===== config.mk =====
export PLATFORM = sky130hd
export DESIGN_NAME = fldd_queue
export DESIGN_NICKNAME = d
export VERILOG_FILES = /design/src/design/four_level_error_diffusion_dither_assert.svh /design/src/design/fldd_pkg.sv /design/src/design/fldd_queue.sv
export SDC_FILE = /design/constraint.sdc
export NUM_CORES = 1
export LEC_CHECK = 0
export BUFFER_PORTS_ARGS = -buffer_cell sky130_fd_sc_hd__buf_2
export CORE_MARGIN = 5
export CORE_UTILIZATION = 35
export CTS_BUF_LIST = sky130_fd_sc_hd__clkbuf_8 sky130_fd_sc_hd__clkbuf_16
export DETAILED_ROUTE_END_ITERATION = 8
export MAX_ROUTING_LAYER = met4
export PLACE_DENSITY = 0.61
export SETUP_SLACK_MARGIN = 0.3
export SYNTH_ARGS = -nofsm -noshare
export SYNTH_HDL_FRONTEND = slang
export SYNTH_SLANG_ARGS = --single-unit

===== constraint.sdc =====
create_clock -name clk -period 1.8 [get_ports clk]
set_input_delay 0.09 -clock clk [delete_from_list [all_inputs] [get_ports clk]]
set_output_delay 0.09 -clock clk [all_outputs]
set_load 0.02 [all_outputs]

===== src/design/four_level_error_diffusion_dither_assert.svh =====
// ----------------------------------------------------------------------------
// Assertion macros for the four-level error diffusion dither
// Shared property forms; each user module supplies clk and rst_n.
// ----------------------------------------------------------------------------
`ifndef FOUR_LEVEL_ERROR_DIFFUSION_DITHER_ASSERT_SVH
`define FOUR_LEVEL_ERROR_DIFFUSION_DITHER_ASSERT_SVH

// Same-cycle implication: when ante holds, cons must hold at that edge
`define FLDD_ASSERT_IMP(lbl, ante, cons, msg) \
  lbl: assert property (@(posedge clk) disable iff (!rst_n) (ante) |-> (cons)) \
    else $error(msg);

// Next-cycle implication: when ante holds, cons must follow
`define FLDD_ASSERT_NXT(lbl, ante, cons, msg) \
  lbl: assert property (@(posedge clk) disable iff (!rst_n) (ante) |=> (cons)) \
    else $error(msg);

`endif


===== src/design/fldd_pkg.sv =====
// ----------------------------------------------------------------------------
// fldd_pkg
// Types and fixed constants shared by the dither front, queue and back.
// ----------------------------------------------------------------------------
`default_nettype none

package fldd_pkg;

  // Input pixel and result payloads
  typedef struct packed {
    logic [7:0] red;
    logic [7:0] green;
    logic [7:0] blue;
  } fldd_pix_in_t;

  typedef struct packed {
    logic [1:0] level;
    logic [7:0] quant_value;
    logic [9:0] column;
    logic [9:0] line;
    logic       frame_end;
  } fldd_pix_out_t;

  // Position flags from the classifier
  typedef struct packed {
    logic last_col;
    logic last_row;
  } fldd_flags_t;

  // Configuration port
  localparam int CFG_IDX_W  = 2;
  localparam int CFG_DATA_W = 11;
  localparam logic [CFG_IDX_W-1:0]  REG_IMAGE_WIDTH  = 2'd0;
  localparam logic [CFG_IDX_W-1:0]  REG_IMAGE_HEIGHT = 2'd1;
  localparam logic [CFG_DATA_W-1:0] DIM_RESET        = 11'd1024;

  // Datapath widths
  localparam int GRAY_W  = 8;
  localparam int ERR_W   = 6;   // remainder below one level step
  localparam int ADD_W   = 6;   // pending add per column, at most 33
  localparam int PEND_W  = 5;   // diagonal plus five sixteenths, at most 22
  localparam int RIGHT_W = 5;   // seven sixteenths, at most 27
  localparam int DIAG_W  = 2;   // one sixteenth, at most 3

  // Divide by three: x*683 >> 11 is exact for x below 2048
  localparam int               SUM_W      = 10;
  localparam int               PROD_W     = 21;
  localparam logic [PROD_W-1:0] GRAY_RECIP = 21'd683;
  localparam int               GRAY_SHIFT = 11;

  // Queue between front and back
  localparam int QDEPTH  = 2;
  localparam int QPTR_W  = 1;
  localparam int QCNT_W  = 2;

endpackage

`default_nettype wire


===== src/design/fldd_queue.sv =====
// ----------------------------------------------------------------------------
// fldd_queue
// Two-entry queue that decouples the classifier from the diffusion engine.
// ----------------------------------------------------------------------------
`default_nettype none

module fldd_queue
  import fldd_pkg::*;
#(
  parameter int DW = 32
) (
  input  wire logic          clk,
  input  wire logic          rst_n,
  input  wire logic          push_valid,
  output logic               push_ready,
  input  wire logic [DW-1:0] push_data,
  output logic               pop_valid,
  input  wire logic          pop_ready,
  output logic [DW-1:0]      pop_data
);

  logic [DW-1:0]     slot_r [QDEPTH];
  logic [QPTR_W-1:0] wr_ptr_r;
  logic [QPTR_W-1:0] rd_ptr_r;
  logic [QCNT_W-1:0] count_r;
  logic [QCNT_W-1:0] count_nxt;
  logic              push;
  logic              pop;

  assign push_ready = count_r != QCNT_W'(QDEPTH);
  assign pop_valid  = count_r != '0;
  assign pop_data   = slot_r[rd_ptr_r];
  assign push       = push_valid && push_ready;
  assign pop        = pop_valid && pop_ready;

  // Track occupancy
  always_comb begin
    count_nxt = count_r;
    if (push && !pop) begin
      count_nxt = count_r + QCNT_W'(1);
    end else if (pop && !push) begin
      count_nxt = count_r - QCNT_W'(1);
    end
  end

  always_ff @(posedge clk) begin
    if (!rst_n) begin
      wr_ptr_r <= '0;
      rd_ptr_r <= '0;
      count_r  <= '0;
    end else begin
      count_r <= count_nxt;
      if (push) begin
        wr_ptr_r <= wr_ptr_r + QPTR_W'(1);
      end
      if (pop) begin
        rd_ptr_r <= rd_ptr_r + QPTR_W'(1);
      end
    end
  end

  // Hold entry payloads
  always_ff @(posedge clk) begin
    if (push) begin
      slot_r[wr_ptr_r] <= push_data;
    end
  end

endmodule

`default_nettype wire


==> impl_metrics.yaml <==
drt:
  drt_iter0_drc: 62
  firstDrtPassIters: 4
  wl_per_cell_um: 14.4
  viasPerCell: 4.29
  drc_errors: 0
  wirelength_um: 4930
  ant_nets: 0
  dr_total_vias: 1466
global_route:
  grt_pass1_vias: 1530
  antenna_found_initial: 0
  grt_pass1_wl_um: 7540
  grt_max_degree: 33
  grtUsageTotal_pct: 11.8
  grt_overflow: 0
power_and_ir_drop:
  leakagePower_nw: 1.37
  p_per_area_nw_per_um2: 1280
  vdd_drop_max_mv: 0.572
yosys:
  netlist.top_cell.by_area: "edfxtp_1"
  syn_inst: 124
  synth_top_area_share_pct: 75.3
  postSynthAreaPerCell_um2: 20.6
  synth_seq_cells: 69
  yosysWarnings: 0
  yosysSeqAreaShare_pct: 79.3
  yosys-mux-area-fraction_pct: 14.1
  synth_compound_area_share_pct: 1.37
  synth_area_leaders: "edfxtp_1 75%, mux2_2 13%, dfxtp_1 3.9%"
  synth_top_family_by_area: "multiplexers"
  synthSimpleGateAreaFrac_pct: 2.55
  yosysUniqueCellTypes: 21
  synthAdderAreaFrac_pct: 0.490
  syn_area_um2: 2550
  synthXorXnorAreaFrac_pct: 1.03
  synth_nets: 161
run_status:
  status: "finished, final reports clean"
final_layout:
  area_growth_pct: 43.1
  num-nets-final: 277
  final_cells: 342
  drive_above_1_share_pct: 53.9
  n_antenna_cell: 0
floorplan:
  start_util_pct: 35.6
  die_area_um2: 9100
  top_level_ports: 70
  die-height_um: 95.4
  rows: 31
  fp.dieW_um: 95.4
  core_area_um2: 7180
critical_path:
  cp_data_arrival_time_ns: 1.40
  endpoint_kind: "output pin"
  start_kind: "flop"
  path_max_fanout: 16
  worstPathRequired_ns: 1.71
  crit_type: "flop to output pin"
  reg2reg_slack_ns: 0.36
  rr_worst_depth: 6
clock_network:
  clock-sinks: 69
  htree_levels: 3
  clock_latency_ns: 0.33
  clkTransAtPathRegs_ns: 0.06
  cts-root-buf: "clkbuf_8"
  cts_tree: "yes"
  cts_buffer_depth: 2
  cts_inserted_buffers: 9
placement:
  dp_cells: 292
  place.gp.congestion: 0.664
  dpl.hpwl_um: 2980
  numPortBuffers: 69
sta:
  finalHoldViolCount: 0
  relSlewSlack_pct: 87.3
  rsz0062_at_grt: "true"
  finalCritPeriodShare_pct: 82.9
  maxSlewViolCount: 0
  fin_skew_ns: 0.00776
  fin_crit_ns: 1.49
  setup_viol: 0
  fin_setup_tns_ns: 0
  max_freq_mhz: 670
  worst_pin_slew_ns: 0.191
worst_hold_path:
  worstHoldPathType: "input pin to flop"
  whs_path_depth: 2
run:
  drv_cap: 0
==> cell usage after synthesis <==
| master | n |
|---|---|
| xnor2_1 | 2 |
| mux2_2 | 30 |
| edfxtp_1 | 64 |
| a21boi_0 | 1 |
| xor2_1 | 1 |
| o21ai_1 | 1 |
| mux2_1 | 2 |
| or2_2 | 1 |
| nand2b_4 | 1 |
| and2_1 | 4 |
| ha_1 | 1 |
| and3_1 | 1 |
| or3_1 | 1 |
| inv_1 | 1 |
| a21bo_2 | 1 |
| dfxtp_1 | 5 |
| buf_4 | 3 |
| o21ai_0 | 1 |
| clkbuf_1 | 1 |
| a21boi_1 | 1 |
| nand3b_1 | 1 |
==> repair_timing <==
item                       in CTS  in global routing
gates resized for setup         5                  4
buffers inserted                0                  3
cloned                          1                  0
hold endpoints to repair       64                  0
hold buffers                   32                  0
setup endpoints to repair      33                 56
pin swaps                       0                  1
==> layout by cell type (no fill, tap or decap) <==
cell type,synthesis,routed
or3_1,1,1
o21ai_0,1,1
o21ai_4,0,1
buf_16,0,1
xnor2_1,2,2
dfxtp_2,0,1
ha_4,0,1
edfxtp_1,64,64
mux2_2,30,30
and2_1,4,3
clkinv_1,0,1
or2_2,1,1
a21boi_1,1,1
clkbuf_8,0,9
clkinv_2,0,2
buf_4,3,2
buf_2,0,69
xor2_1,1,1
dlygate4sd3_1,0,32
and2_4,0,1
clkinv_4,0,1
dfxtp_1,5,2
nand2b_4,1,1
buf_12,0,5
and3_2,0,1
a21boi_0,1,1
mux2_1,2,2
a21bo_2,1,1
clkinvlp_4,0,2
dfxtp_4,0,2
nand3b_1,1,1
==> metal layers <==
| metal | GRT usage (%) | part of all wire [%] |
|---|---|---|
| met1 | 13.1 | 43 |
| met2 | 18.8 | 50 |
| met3 | 3.31 | 4.7 |
| met4 | 7.11 | 1.9 |
| met5 | - | 0 |
==> power by group <==
group | internal, mW | switching [mW] | total (mW)
logic | 0.762 | 0.821 | 1.58
clock network | 0.476 | 0.524 | 0.999
registers | 2.02 | 0.0829 | 2.10
total | 3.26 | 1.43 | 4.69
==> sequential cells by signal, summed over array words and instances (netlist names), named ones only <==
| register | flops |
|---|---|
| slot_r | 64 |
| count_r | 2 |
| rd_ptr_r | 1 |
| wr_ptr_r | 1 |
==> path summary, 6_finish.rpt <==
check                  to        from
max          pop_data[28]        flop
min              rd_ptr_r       rst_n
max reg2reg    count_r[1]  count_r[0]
min reg2reg    count_r[1]  count_r[1]
==> layout make-up <==
| type | count | area [um2] |
|---|---|---|
| flip-flops and latches | 69 | 2030 |
| clock inverters | 5 | 30.0 |
| multi-input cells | 50 | 527 |
| clock buffers | 9 | 124 |
| repair buffers | 109 | 808 |
| inverters | 1 | 7.51 |
| fillers | 605 | 3520 |
| well taps | 99 | 124 |
==> critical path, cell delays in order, from the launching register on <==
cell     delay [ns]
dfxtp_4        0.39
buf_12         0.17
mux2_2         0.35
buf_2          0.16
==> cell families after synthesis <==
family	after synthesis
and+or+nand+nor	9
adders and majority gates	1
DFF	69
muxes	32
xor gates and xnor gates	3
AOI/OAI and AO/OA	5
buffers and inverters	5
==> through the flow <==
stage / util [%] / worst slack [ns] / instance area, um2 / power (mW) / hold WS, ns
final: 50.9 / 0.307 / 3650 / 4.69 / 0.0181
after global routing: 50.9 / 0.247 / 3650 / 4.93 / 0.0267
after CTS: 50.2 / 0.269 / 3600 / 4.68 / 0.00618
after detailed placement: 42.9 / 0.265 / 3080 / 3.52 / 0.281
after global placement: 42.9 / 0.324 / 3080 / 3.51 / 0.280
after floorplan: - / 0.304 / 2560 / 3.05 / 0.189
No activity file was read; power rests on OpenSTA's default activity.
