$ cat config.mk
export PLATFORM = sky130hd
export DESIGN_NAME = fldd_front
export DESIGN_NICKNAME = d
export VERILOG_FILES = /design/src/design/fldd_pkg.sv /design/src/design/fldd_front.sv
export VERILOG_INCLUDE_DIRS = /design/src /design/src/design
export SDC_FILE = /design/constraint.sdc
export NUM_CORES = 1
export LEC_CHECK = 0
export ABC_AREA = 1
export BUFFER_PORTS_ARGS = -buffer_cell sky130_fd_sc_hd__buf_2
export CORE_AREA = 3 3 120 122
export DETAILED_ROUTE_END_ITERATION = 6
export DIE_AREA = 0 0 123 125
export PLACE_DENSITY = 0.69
export SLEW_MARGIN = 30
export SYNTH_ARGS = -nofsm -noshare
export SYNTH_HDL_FRONTEND = slang
export SYNTH_SLANG_ARGS = --single-unit
$ cat constraint.sdc
create_clock -name clk -period 6.7 [get_ports clk]
set_input_delay 1.005 -clock clk [delete_from_list [all_inputs] [get_ports clk]]
set_output_delay 1.005 -clock clk [all_outputs]
set_load 0.01 [all_outputs]
$ cat src/design/four_level_error_diffusion_dither_assert.svh
// ----------------------------------------------------------------------------
// Assertion macros for the four-level error diffusion dither
// Shared property forms; each user module supplies clk and rst_n.
// ----------------------------------------------------------------------------
`ifndef FOUR_LEVEL_ERROR_DIFFUSION_DITHER_ASSERT_SVH
`define FOUR_LEVEL_ERROR_DIFFUSION_DITHER_ASSERT_SVH

// Same-cycle implication: when ante holds, cons must hold at that edge
`define FLDD_ASSERT_IMP(lbl, ante, cons, msg) \
  lbl: assert property (@(posedge clk) disable iff (!rst_n) (ante) |-> (cons)) \
    else $error(msg);

// Next-cycle implication: when ante holds, cons must follow
`define FLDD_ASSERT_NXT(lbl, ante, cons, msg) \
  lbl: assert property (@(posedge clk) disable iff (!rst_n) (ante) |=> (cons)) \
    else $error(msg);

`endif

$ cat src/design/fldd_pkg.sv
// ----------------------------------------------------------------------------
// fldd_pkg
// Types and fixed constants shared by the dither front, queue and back.
// ----------------------------------------------------------------------------
`default_nettype none

package fldd_pkg;

  // Input pixel and result payloads
  typedef struct packed {
    logic [7:0] red;
    logic [7:0] green;
    logic [7:0] blue;
  } fldd_pix_in_t;

  typedef struct packed {
    logic [1:0] level;
    logic [7:0] quant_value;
    logic [9:0] column;
    logic [9:0] line;
    logic       frame_end;
  } fldd_pix_out_t;

  // Position flags from the classifier
  typedef struct packed {
    logic last_col;
    logic last_row;
  } fldd_flags_t;

  // Configuration port
  localparam int CFG_IDX_W  = 2;
  localparam int CFG_DATA_W = 11;
  localparam logic [CFG_IDX_W-1:0]  REG_IMAGE_WIDTH  = 2'd0;
  localparam logic [CFG_IDX_W-1:0]  REG_IMAGE_HEIGHT = 2'd1;
  localparam logic [CFG_DATA_W-1:0] DIM_RESET        = 11'd1024;

  // Datapath widths
  localparam int GRAY_W  = 8;
  localparam int ERR_W   = 6;   // remainder below one level step
  localparam int ADD_W   = 6;   // pending add per column, at most 33
  localparam int PEND_W  = 5;   // diagonal plus five sixteenths, at most 22
  localparam int RIGHT_W = 5;   // seven sixteenths, at most 27
  localparam int DIAG_W  = 2;   // one sixteenth, at most 3

  // Divide by three: x*683 >> 11 is exact for x below 2048
  localparam int               SUM_W      = 10;
  localparam int               PROD_W     = 21;
  localparam logic [PROD_W-1:0] GRAY_RECIP = 21'd683;
  localparam int               GRAY_SHIFT = 11;

  // Queue between front and back
  localparam int QDEPTH  = 2;
  localparam int QPTR_W  = 1;
  localparam int QCNT_W  = 2;

endpackage

`default_nettype wire

$ cat src/design/fldd_front.sv
// ----------------------------------------------------------------------------
// fldd_front
// Accept pixels, reduce them to gray and tag each with its position.
// ----------------------------------------------------------------------------
`default_nettype none

module fldd_front
  import fldd_pkg::*;
#(
  parameter int COL_LIMIT = 1024,
  parameter int ROW_LIMIT = 1024,
  localparam int CW = $clog2(COL_LIMIT),
  localparam int RW = (ROW_LIMIT > 1) ? $clog2(ROW_LIMIT) : 1
) (
  input  wire logic                  clk,
  input  wire logic                  rst_n,
  input  wire logic                  in_valid,
  output logic                       in_ready,
  input  wire fldd_pix_in_t          in_data,
  input  wire logic                  cfg_wr_en,
  input  wire logic [CFG_IDX_W-1:0]  cfg_index,
  input  wire logic [CFG_DATA_W-1:0] cfg_wdata,
  output logic                       item_valid,
  input  wire logic                  item_ready,
  output logic [GRAY_W-1:0]          item_gray,
  output logic [CW-1:0]              item_col,
  output logic [RW-1:0]              item_row,
  output fldd_flags_t                item_flags
);

  localparam int CWP = CW + 1;
  localparam int RWP = RW + 1;

  logic [CFG_DATA_W-1:0] width_r;
  logic [CFG_DATA_W-1:0] height_r;
  logic [CW-1:0]         col_r;
  logic [CW-1:0]         col_nxt;
  logic [RW-1:0]         row_r;
  logic [RW-1:0]         row_nxt;
  logic [CWP-1:0]        w_eff;
  logic [RWP-1:0]        h_eff;
  logic [SUM_W-1:0]      rgb_sum;
  logic [PROD_W-1:0]     gray_prod;
  logic                  last_col;
  logic                  last_row;
  logic                  accept;

  // Configuration registers
  always_ff @(posedge clk) begin
    if (!rst_n) begin
      width_r  <= DIM_RESET;
      height_r <= DIM_RESET;
    end else if (cfg_wr_en) begin
      unique case (cfg_index)
        REG_IMAGE_WIDTH:  width_r  <= cfg_wdata;
        REG_IMAGE_HEIGHT: height_r <= cfg_wdata;
        default: ;
      endcase
    end
  end

  // Clamp frame size to one through the store limits
  always_comb begin
    if (width_r == '0) begin
      w_eff = CWP'(1);
    end else if (32'(width_r) > COL_LIMIT) begin
      w_eff = CWP'(COL_LIMIT);
    end else begin
      w_eff = CWP'(width_r);
    end
    if (height_r == '0) begin
      h_eff = RWP'(1);
    end else if (32'(height_r) > ROW_LIMIT) begin
      h_eff = RWP'(ROW_LIMIT);
    end else begin
      h_eff = RWP'(height_r);
    end
  end

  // Classify position
  assign last_col = (CWP'(col_r) + CWP'(1)) >= w_eff;
  assign last_row = (RWP'(row_r) + RWP'(1)) >= h_eff;

  // Gray value by reciprocal multiply
  assign rgb_sum   = SUM_W'(in_data.red) + SUM_W'(in_data.green) + SUM_W'(in_data.blue);
  assign gray_prod = PROD_W'(rgb_sum) * GRAY_RECIP;

  assign accept     = in_valid && item_ready;
  assign in_ready   = item_ready;
  assign item_valid = in_valid;
  assign item_gray  = gray_prod[GRAY_SHIFT +: GRAY_W];
  assign item_col   = col_r;
  assign item_row   = row_r;
  assign item_flags = '{last_col: last_col, last_row: last_row};

  // Advance raster position
  always_comb begin
    col_nxt = col_r;
    row_nxt = row_r;
    if (accept) begin
      if (last_col) begin
        col_nxt = '0;
        row_nxt = last_row ? '0 : row_r + RW'(1);
      end else begin
        col_nxt = col_r + CW'(1);
      end
    end
  end

  always_ff @(posedge clk) begin
    if (!rst_n) begin
      col_r <= '0;
      row_r <= '0;
    end else begin
      col_r <= col_nxt;
      row_r <= row_nxt;
    end
  end

`include "four_level_error_diffusion_dither_assert.svh"

  `FLDD_ASSERT_NXT(a_col_wrap, accept && last_col, col_r == '0, "column did not wrap at row end")

endmodule

`default_nettype wire

==> out/metrics.yaml, run 1 <==
timing:
  fin_skew_ps: 13.3
  setup_viol: 8
  grt_setup_unrepaired: "true"
  drv_slew: 0
  hold_viol: 0
  relSlewSlack_pct: 53.5
  tightest_slew_ps: 695
  finalCritPeriodShare_pct: 104
  period_needed_ps: 6950
  fin_ws_ps: -249
  fmax_mhz: 144
logic_synthesis:
  synth_top_area_share_pct: 20.7
  synth_cells: 777
  synth_common_cells: "203 x nand2_1, 122 x inv_1, 106 x nor2_1"
  syn-cell-area_sq_um: 5320
  synth.most_common_cell: "nand2_1"
  yosysWarnings: 0
  synth_cell_types: 41
  avgSynthCellArea_sq_um: 6.85
  synth_async_sr_flop_share_pct: 0
  synth_top_area_cell: "ha_1"
  syn_nets: 936
  synth_edf_count: 0
  synth.yosys.seq_area_share_pct: 15.8
  synthTopCellsByArea: "ha_1 21%, dfxtp_1 16%, nand2_1 14%"
  ys.flop_type: "dfxtp_1"
  synth_seq_cells: 42
global_routing:
  grt-busiest-layer: "met2"
  overflow: 0
  grtUsageTotal_pct: 16.7
  grtUsageMet2_pct: 28.7
  grt_antenna_before_repair: 0
  grt_pass1_wl_mm: 21.7
  grt_max_degree: 35
  grt_pass1_vias: 4962
  gr-usage-met1_pct: 22.5
  met3_usage_pct: 1.94
detailed_routing:
  drt_first_pass_iters: 5
  drc_errors: 0
  drt-total-wl_mm: 12.6
  postRouteAntennaNets: 0
  viasPerCell: 4.66
  drt-wirelength-per-cell_um: 11.7
  dr.first_iter.drc_count: 165
  via_count: 4994
setup_path:
  worstRegToRegCells: 14
  critPathLaunchType: "input pin"
  critPathMaxFanout: 4
  reg2reg_to: "item_row[5]$_SDFFE_PN0P_"
  max_stage_delay_ps: 470
  reg2reg_slack_ps: 3840
  arrival_ps: 5940
  critPathKind: "input pin to primary output"
  reg2reg_from: "item_row[0]$_SDFFE_PN0P_"
  end_kind: "primary output"
  cp.required_ps: 5690
  cpMaxStageDelayCell: "fa_1"
run:
  maxCapViolCount: 0
cts:
  holdBufCountCts: 0
  cts_tree: "yes"
  htree_levels: 2
  clockBufferDepth: 2
  clock_latency_ps: 290
  root_buffer: "clkbuf_16"
  clock-sinks: 42
  clk_pin_slew_ps: 70
  numCtsBuffers: 5
die:
  die_h_um: 125
  dieWidth_um: 123
  num_io_pins: 74
  start_util_pct: 40.0
  placementRows: 42
  dieArea_sq_um: 15400
  core-area_sq_um: 13300
final_layout:
  fillers: 1270
  fin_cells: 1072
  syn2layout_area_growth_pct: 27.3
  antenna_cells: 0
  final_area_sq_um: 6770
  layout.nets: 1054
  drive_above_1_share_pct: 24.6
placed_design:
  pre_cts_ws_ps: -406
  gp_congestion: 0.845
  portBuffers: 73
  dpl_cell_area_sq_um: 6220
  dp.cells: 1055
  dp_hpwl_mm: 10.0
run_status:
  status: "finished with violations"
  violations: "negative setup slack"
min_path:
  worstHoldStart: "width_r[0]$_SDFFE_PN0P_"
  holdPathStages: 2
  hold-path-endpoint: "width_r[0]$_SDFFE_PN0P_"
  min_path_type: "flop to flop"
critical path, delay by kind of cell:
kind / cells / cell delay, ps
AO/OA/AOI/OAI: 2 / 410
XOR/XNOR: 1 / 210
adder cells (fa/ha/maj): 9 / 2970
AND/OR/NAND/NOR: 10 / 800
buffers and inverters: 6 / 560
logic make-up after synthesis:
group	count (synthesis)	share of synthesized area, %
AO/OA/AOI/OAI	78	8.21
XOR/XNOR	20	3.79
buffers and inverters	146	11.0
flip-flops	42	15.8
adder cells (fa/ha/maj)	117	31.6
AND/OR/NAND/NOR	374	29.6
routing by layer:
metal	vias up	share of wire [%]
li1	2682	-
met1	2211	48
met2	88	48
met3	13	3.0
met4	0	1.3
met5	-	0
per-stage QoR:
| stage | hold WS (ps) | util [%] | setup TNS [ps] |
|---|---|---|---|
| final | 470 | 50.9 | -1430 |
| after floorplan | 439 | - | -3.48 |
| after global placement | 462 | 46.8 | -2090 |
| after detailed placement | 468 | 46.8 | -2510 |
| after global routing | 522 | 50.9 | -3160 |
| after CTS | 477 | 49.5 | -1140 |
cell usage in the layout (no fill, tap or decap), types with 5 or more instances in the layout:
| cell | count |
|---|---|
| inv_1 | 115 |
| nand4_1 | 9 |
| ha_1 | 73 |
| dfxtp_1 | 42 |
| buf_2 | 71 |
| xor2_2 | 7 |
| nor2_1 | 104 |
| buf_4 | 53 |
| a21o_1 | 6 |
| nand2_1 | 188 |
| a21oi_1 | 24 |
| ha_4 | 13 |
| inv_2 | 12 |
| nand3_1 | 28 |
| nand2_2 | 14 |
| xor2_1 | 8 |
| a21oi_2 | 6 |
| fa_1 | 27 |
| clkbuf_16 | 5 |
| o21bai_1 | 5 |
| o21ai_0 | 26 |
registers in the layout, indices dropped and copies added (netlist names):
register  flops
width_r      11
height_r     11
item_row     10
item_col     10
final cells by class:
type,instances,area [sq um],area share [%]
sequential,42,841,12.4
clock inverter,3,23.8,0.351
timing repair buffer,126,776,11.5
clock buffer,5,125,1.85
multi-input combinational,589,4290,63.3
tap,176,220,3.25
inverter,131,497,7.34
timing repair:
item | CTS | global route
endpoints found under the setup margin | 8 | 8
pin swaps | 26 | 23
buffers inserted | 7 | 2
resized for setup | 30 | 33
worst max path at each step:
stage | endpoint | slack [ps] | cells past startpoint | startpoint
2_1_floorplan | item_gray[7] | -3 | 27 | in_data[17]
3_3_place_gp | item_gray[7] | -350 | 29 | in_data[17]
3_5_place_dp | item_gray[7] | -410 | 29 | in_data[17]
4_1_cts | item_gray[7] | -220 | 29 | in_data[17]
5_1_grt | item_gray[7] | -470 | 27 | in_data[17]
6_report | item_gray[7] | -250 | 28 | in_data[17]
Power of run 1 is left out: the tool's default activity adds up to more than one toggle a clock period on the data nets, which glitch-free logic cannot reach.
==> run 2, diff against run 1 <==
--- a/config.mk
+++ b/config.mk
@@ -8,10 +8,12 @@
 export LEC_CHECK = 0
 export ABC_AREA = 1
 export BUFFER_PORTS_ARGS = -buffer_cell sky130_fd_sc_hd__buf_2
-export CORE_AREA = 3 3 120 122
+export CELL_PAD_IN_SITES_DETAIL_PLACEMENT = 1
+export CELL_PAD_IN_SITES_GLOBAL_PLACEMENT = 2
+export CORE_AREA = 3 3 138 140
 export DETAILED_ROUTE_END_ITERATION = 6
-export DIE_AREA = 0 0 123 125
-export PLACE_DENSITY = 0.69
+export DIE_AREA = 0 0 141 143
+export PLACE_DENSITY = 0.86
 export SLEW_MARGIN = 30
 export SYNTH_ARGS = -nofsm -noshare
 export SYNTH_HDL_FRONTEND = slang
==> out/metrics.yaml, run 2 (synthesis gave the netlist of run 1 again) <==
placed_design:
  pre_cts_ws_ps: -509
  dp_hpwl_mm: 12.2
  portBuffers: 73
  gp_congestion: 0.799
die:
  core-area_sq_um: 18000
  placementRows: 49
  start_util_pct: 29.6
  dieArea_sq_um: 20200
  dieWidth_um: 141
  die_h_um: 143
  num_io_pins: 74
detailed_routing:
  met2_length_mm: 8.40
  drc_errors: 0
  via_count: 5258
  dr.first_iter.drc_count: 115
  drt_first_pass_iters: 4
  drt-wirelength-per-cell_um: 14.3
  postRouteAntennaNets: 0
  drt-total-wl_mm: 16.2
  top_layer: "met4"
  viasPerCell: 4.63
  wirelength_met1_mm: 7.18
  wl_met3_um: 386
setup_path:
  critPathKind: "input pin to primary output"
  crit_path_start: "in_data[1]"
  reg2reg_from: "item_row[0]$_SDFFE_PN0P_"
  critPathMaxFanout: 3
  critPathLaunchType: "input pin"
  arrival_ps: 6150
  cp.required_ps: 5690
  end_kind: "primary output"
global_routing:
  overflow: 0
  grt_pass1_vias: 5663
  grt_pass1_wl_mm: 26.5
  grtUsageTotal_pct: 16.0
  grt_max_degree: 35
  grt_antenna_before_repair: 0
cts:
  cts_tree: "yes"
  htree_levels: 2
  clk_pin_slew_ps: 60
  holdBufCountCts: 0
  clock_latency_ps: 300
  root_buffer: "clkbuf_16"
  clockBufferDepth: 2
  clock-sinks: 42
  numCtsBuffers: 5
final_layout:
  reg.largest.list: "height_r: 11 flops, width_r: 11 flops"
  drive_above_1_share_pct: 26.0
  layout.nets: 1064
  final_cell_mix: "189 x nand2_1, 114 x inv_1, 104 x nor2_1"
  fillers: 2250
  syn2layout_area_growth_pct: 31.3
  final_common_cell: "nand2_1"
  antenna_cells: 0
timing:
  setup_viol: 8
  relSlewSlack_pct: 52.0
  fin_ws_ps: -454
  fin_skew_ps: 5.79
  finalCritPeriodShare_pct: 107
  whs_ps: 483
  drv_slew: 0
  period_needed_ps: 7150
  hold_viol: 0
  fmax_mhz: 140
  tightest_slew_ps: 718
  grt_setup_unrepaired: "true"
run_status:
  status: "finished with violations"
  violations: "negative setup slack"
min_path:
  min_path_type: "flop to flop"
  worstHoldStart: "width_r[0]$_SDFFE_PN0P_"
run:
  maxCapViolCount: 0
==> run 2: changes by cell type in the layout (fill, tap and decap cells not counted), sizes merged <==
cell  delta
buf     +10
==> run 2: worst paths after layout <==
kind / end / slack (ps) / depth (start not counted)
setup / recovery: item_gray[3] / -450 / 27
hold / removal: width_r[0]$_SDFFE_PN0P_ / 480 / 2
setup reg to reg: item_row[5]$_SDFFE_PN0P_ / 3680 / 14
hold reg to reg: width_r[0]$_SDFFE_PN0P_ / 480 / 2
==> run 2: cell type report <==
cell class	instances	area [sq um]	share of cell area, %
sequential	42	841	12.0
clock buffer	5	125	1.79
tap	229	287	4.10
timing repair buffer	136	858	12.3
multi-input combinational	589	4360	62.4
clock inverter	3	23.8	0.340
inverter	131	492	7.04
==> run 2: through the flow <==
stage | instance area [sq um] | util [%] | setup TNS [ps] | cells
after floorplan | 5400 | - | -3.48 | 777
after global placement | 6370 | 35.5 | -2460 | 1119
after detailed placement | 6370 | 35.5 | -3260 | 1119
after CTS | 6780 | 37.7 | -1860 | 1133
after global routing | 6980 | 38.9 | -4570 | 1135
final | 6980 | 38.9 | -2850 | 1135
==> run 2: worst max-delay path, cell delays in order <==
cell	delay, ps
buf_6	90
fa_1	470
ha_2	220
fa_2	380
nand2_2	110
nand3_4	100
a31oi_4	180
xor2_2	200
ha_1	320
ha_4	300
inv_2	30
fa_1	490
inv_1	60
fa_1	480
inv_1	50
fa_1	500
inv_2	50
ha_4	250
nand2_4	70
inv_2	40
nand2_2	70
a21oi_2	50
nor2_1	130
nand2_2	100
buf_6	130
xor2_2	160
buf_2	130
==> run 2: metal layers <==
layer  vias to the layer above  GRT usage, %
li1                       2693             -
met1                      2483          19.4
met2                        63          30.0
met3                        19          2.41
met4                         0          3.37
met5                         -             0
==> run 2: repair_timing <==
item / in CTS / in global routing
hold endpoints to repair: 0 / 0
pin swaps: 29 / 13
setup endpoints to repair: 8 / 8
resized for setup: 35 / 33
setup buffers: 6 / 2
Power of run 2 is left out for the same reason.
==> run 3, diff against run 2 <==
--- a/config.mk
+++ b/config.mk
@@ -11,6 +11,7 @@
 export CELL_PAD_IN_SITES_DETAIL_PLACEMENT = 1
 export CELL_PAD_IN_SITES_GLOBAL_PLACEMENT = 2
 export CORE_AREA = 3 3 138 140
+export CTS_BUF_LIST = sky130_fd_sc_hd__clkbuf_8
 export DETAILED_ROUTE_END_ITERATION = 6
 export DIE_AREA = 0 0 141 143
 export PLACE_DENSITY = 0.86
==> out/metrics.yaml, run 3 (synthesis gave the netlist of run 1 again) <==
run_status:
  status: "finished with violations"
  violations: "negative setup slack"
global_routing:
  grtUsageTotal_pct: 15.9
  overflow: 0
  grt_max_degree: 35
  grt_pass1_vias: 5647
  grt_antenna_before_repair: 0
  grt_pass1_wl_mm: 26.4
final_layout:
  drive_above_1_share_pct: 26.0
  fillers: 2254
  antenna_cells: 0
  fin_cells: 1135
  reg.largest.list: "height_r: 11 flops, width_r: 11 flops"
  final_area_sq_um: 6930
  final_common_cell: "nand2_1"
  layout.nets: 1064
  post-route-util_pct: 38.6
  syn2layout_area_growth_pct: 30.3
  final_cell_mix: "189 x nand2_1, 114 x inv_1, 104 x nor2_1"
placed_design:
  dpl_cell_area_sq_um: 6370
  portBuffers: 73
  gp_congestion: 0.799
  dp_hpwl_mm: 12.2
  dp.cells: 1119
setup_path:
  crit_path_start: "in_data[1]"
  endpoint: "item_gray[3]"
  cp.required_ps: 5690
  critPathKind: "input pin to primary output"
  reg2reg_from: "item_row[0]$_SDFFE_PN0P_"
  reg2reg_to: "item_row[5]$_SDFFE_PN0P_"
  critPathLaunchType: "input pin"
  end_kind: "primary output"
  worstRegToRegCells: 14
  critPathMaxFanout: 3
  reg2reg_slack_ps: 3680
  arrival_ps: 6150
timing:
  period_needed_ps: 7150
  fin_skew_ps: 12.0
  setup_viol: 8
  hold_viol: 0
  drv_slew: 0
  fin_ws_ps: -453
  finalCritPeriodShare_pct: 107
  tightest_slew_ps: 719
  relSlewSlack_pct: 51.9
  fmax_mhz: 140
  grt_setup_unrepaired: "true"
detailed_routing:
  drt_first_pass_iters: 4
  wl_met3_um: 370
  wirelength_met1_mm: 7.13
  drt-total-wl_mm: 16.1
  via_count: 5256
  drt-wirelength-per-cell_um: 14.2
  postRouteAntennaNets: 0
  dr.first_iter.drc_count: 117
  met2_length_mm: 8.35
  drc_errors: 0
  top_layer: "met4"
  viasPerCell: 4.63
cts:
  cts_tree: "yes"
  numCtsBuffers: 5
  clk_pin_slew_ps: 90
  clockBufferDepth: 2
  holdBufCountCts: 0
  clock-sinks: 42
  root_buffer: "clkbuf_8"
  clock_latency_ps: 320
  htree_levels: 2
die:
  dieWidth_um: 141
  placementRows: 49
  die_h_um: 143
  num_io_pins: 74
  start_util_pct: 29.6
  dieArea_sq_um: 20200
  core-area_sq_um: 18000
run:
  maxCapViolCount: 0
min_path:
  min_path_type: "flop to flop"
[run 3: cell counts in the layout (fill, tap and decap cells not counted)]
Identical to the previous run, type by type.
[run 3: worst min-delay path by stage]
stage | start | to | slack, ps | depth (start not counted)
after floorplan | width_r[0]$_SDFFE_PN0P_ | width_r[0]$_SDFFE_PN0P_ | 440 | 2
after global placement | width_r[0]$_SDFFE_PN0P_ | width_r[0]$_SDFFE_PN0P_ | 470 | 2
after detailed placement | width_r[0]$_SDFFE_PN0P_ | width_r[0]$_SDFFE_PN0P_ | 470 | 2
after CTS | width_r[0]$_SDFFE_PN0P_ | width_r[0]$_SDFFE_PN0P_ | 490 | 2
after global routing | width_r[0]$_SDFFE_PN0P_ | width_r[0]$_SDFFE_PN0P_ | 520 | 2
final | width_r[0]$_SDFFE_PN0P_ | width_r[0]$_SDFFE_PN0P_ | 490 | 2
[run 3: layout make-up]
class                           count  area, sq um  share of cell area, %
Multi-Input combinational cell    589         4360                   62.9
Timing Repair Buffer              136          858                   12.4
Sequential cell                    42          841                   12.1
Inverter                          131          492                   7.10
Tap cell                          229          287                   4.14
Clock buffer                        5         68.8                  0.993
Clock inverter                      3         23.8                  0.343
[run 3: repair_timing]
action,in CTS,in global routing
pin swaps,29,13
buffers inserted,6,2
resized for setup,35,33
endpoints found under the setup margin,8,8
[run 3: critical path, stage by stage]
cell,delay (ps)
buf_6,90
fa_1,470
ha_2,220
fa_2,380
nand2_2,110
nand3_4,100
a31oi_4,180
xor2_2,190
ha_1,320
ha_4,300
inv_2,30
fa_1,490
inv_1,60
fa_1,480
inv_1,50
fa_1,500
inv_2,50
ha_4,250
nand2_4,70
inv_2,40
nand2_2,70
a21oi_2,50
nor2_1,130
nand2_2,100
buf_6,130
xor2_2,160
buf_2,130
[run 3: layer usage]
layer / vias up / track usage (%)
met1: 2471 / 19.4
li1: 2694 / -
met3: 22 / 1.91
met4: 0 / 3.82
met2: 69 / 29.7
met5: - / 0
[run 3: per-stage QoR]
stage,TNS (ps),worst slack (ps),hold slack (ps)
floorplan,-3.48,-3.48,439
CTS,-1860,-297,485
finish,-2860,-453,486
global placement,-2460,-392,468
detailed placement,-3260,-509,473
global route,-4570,-651,525
Power of run 3 is left out for the same reason.
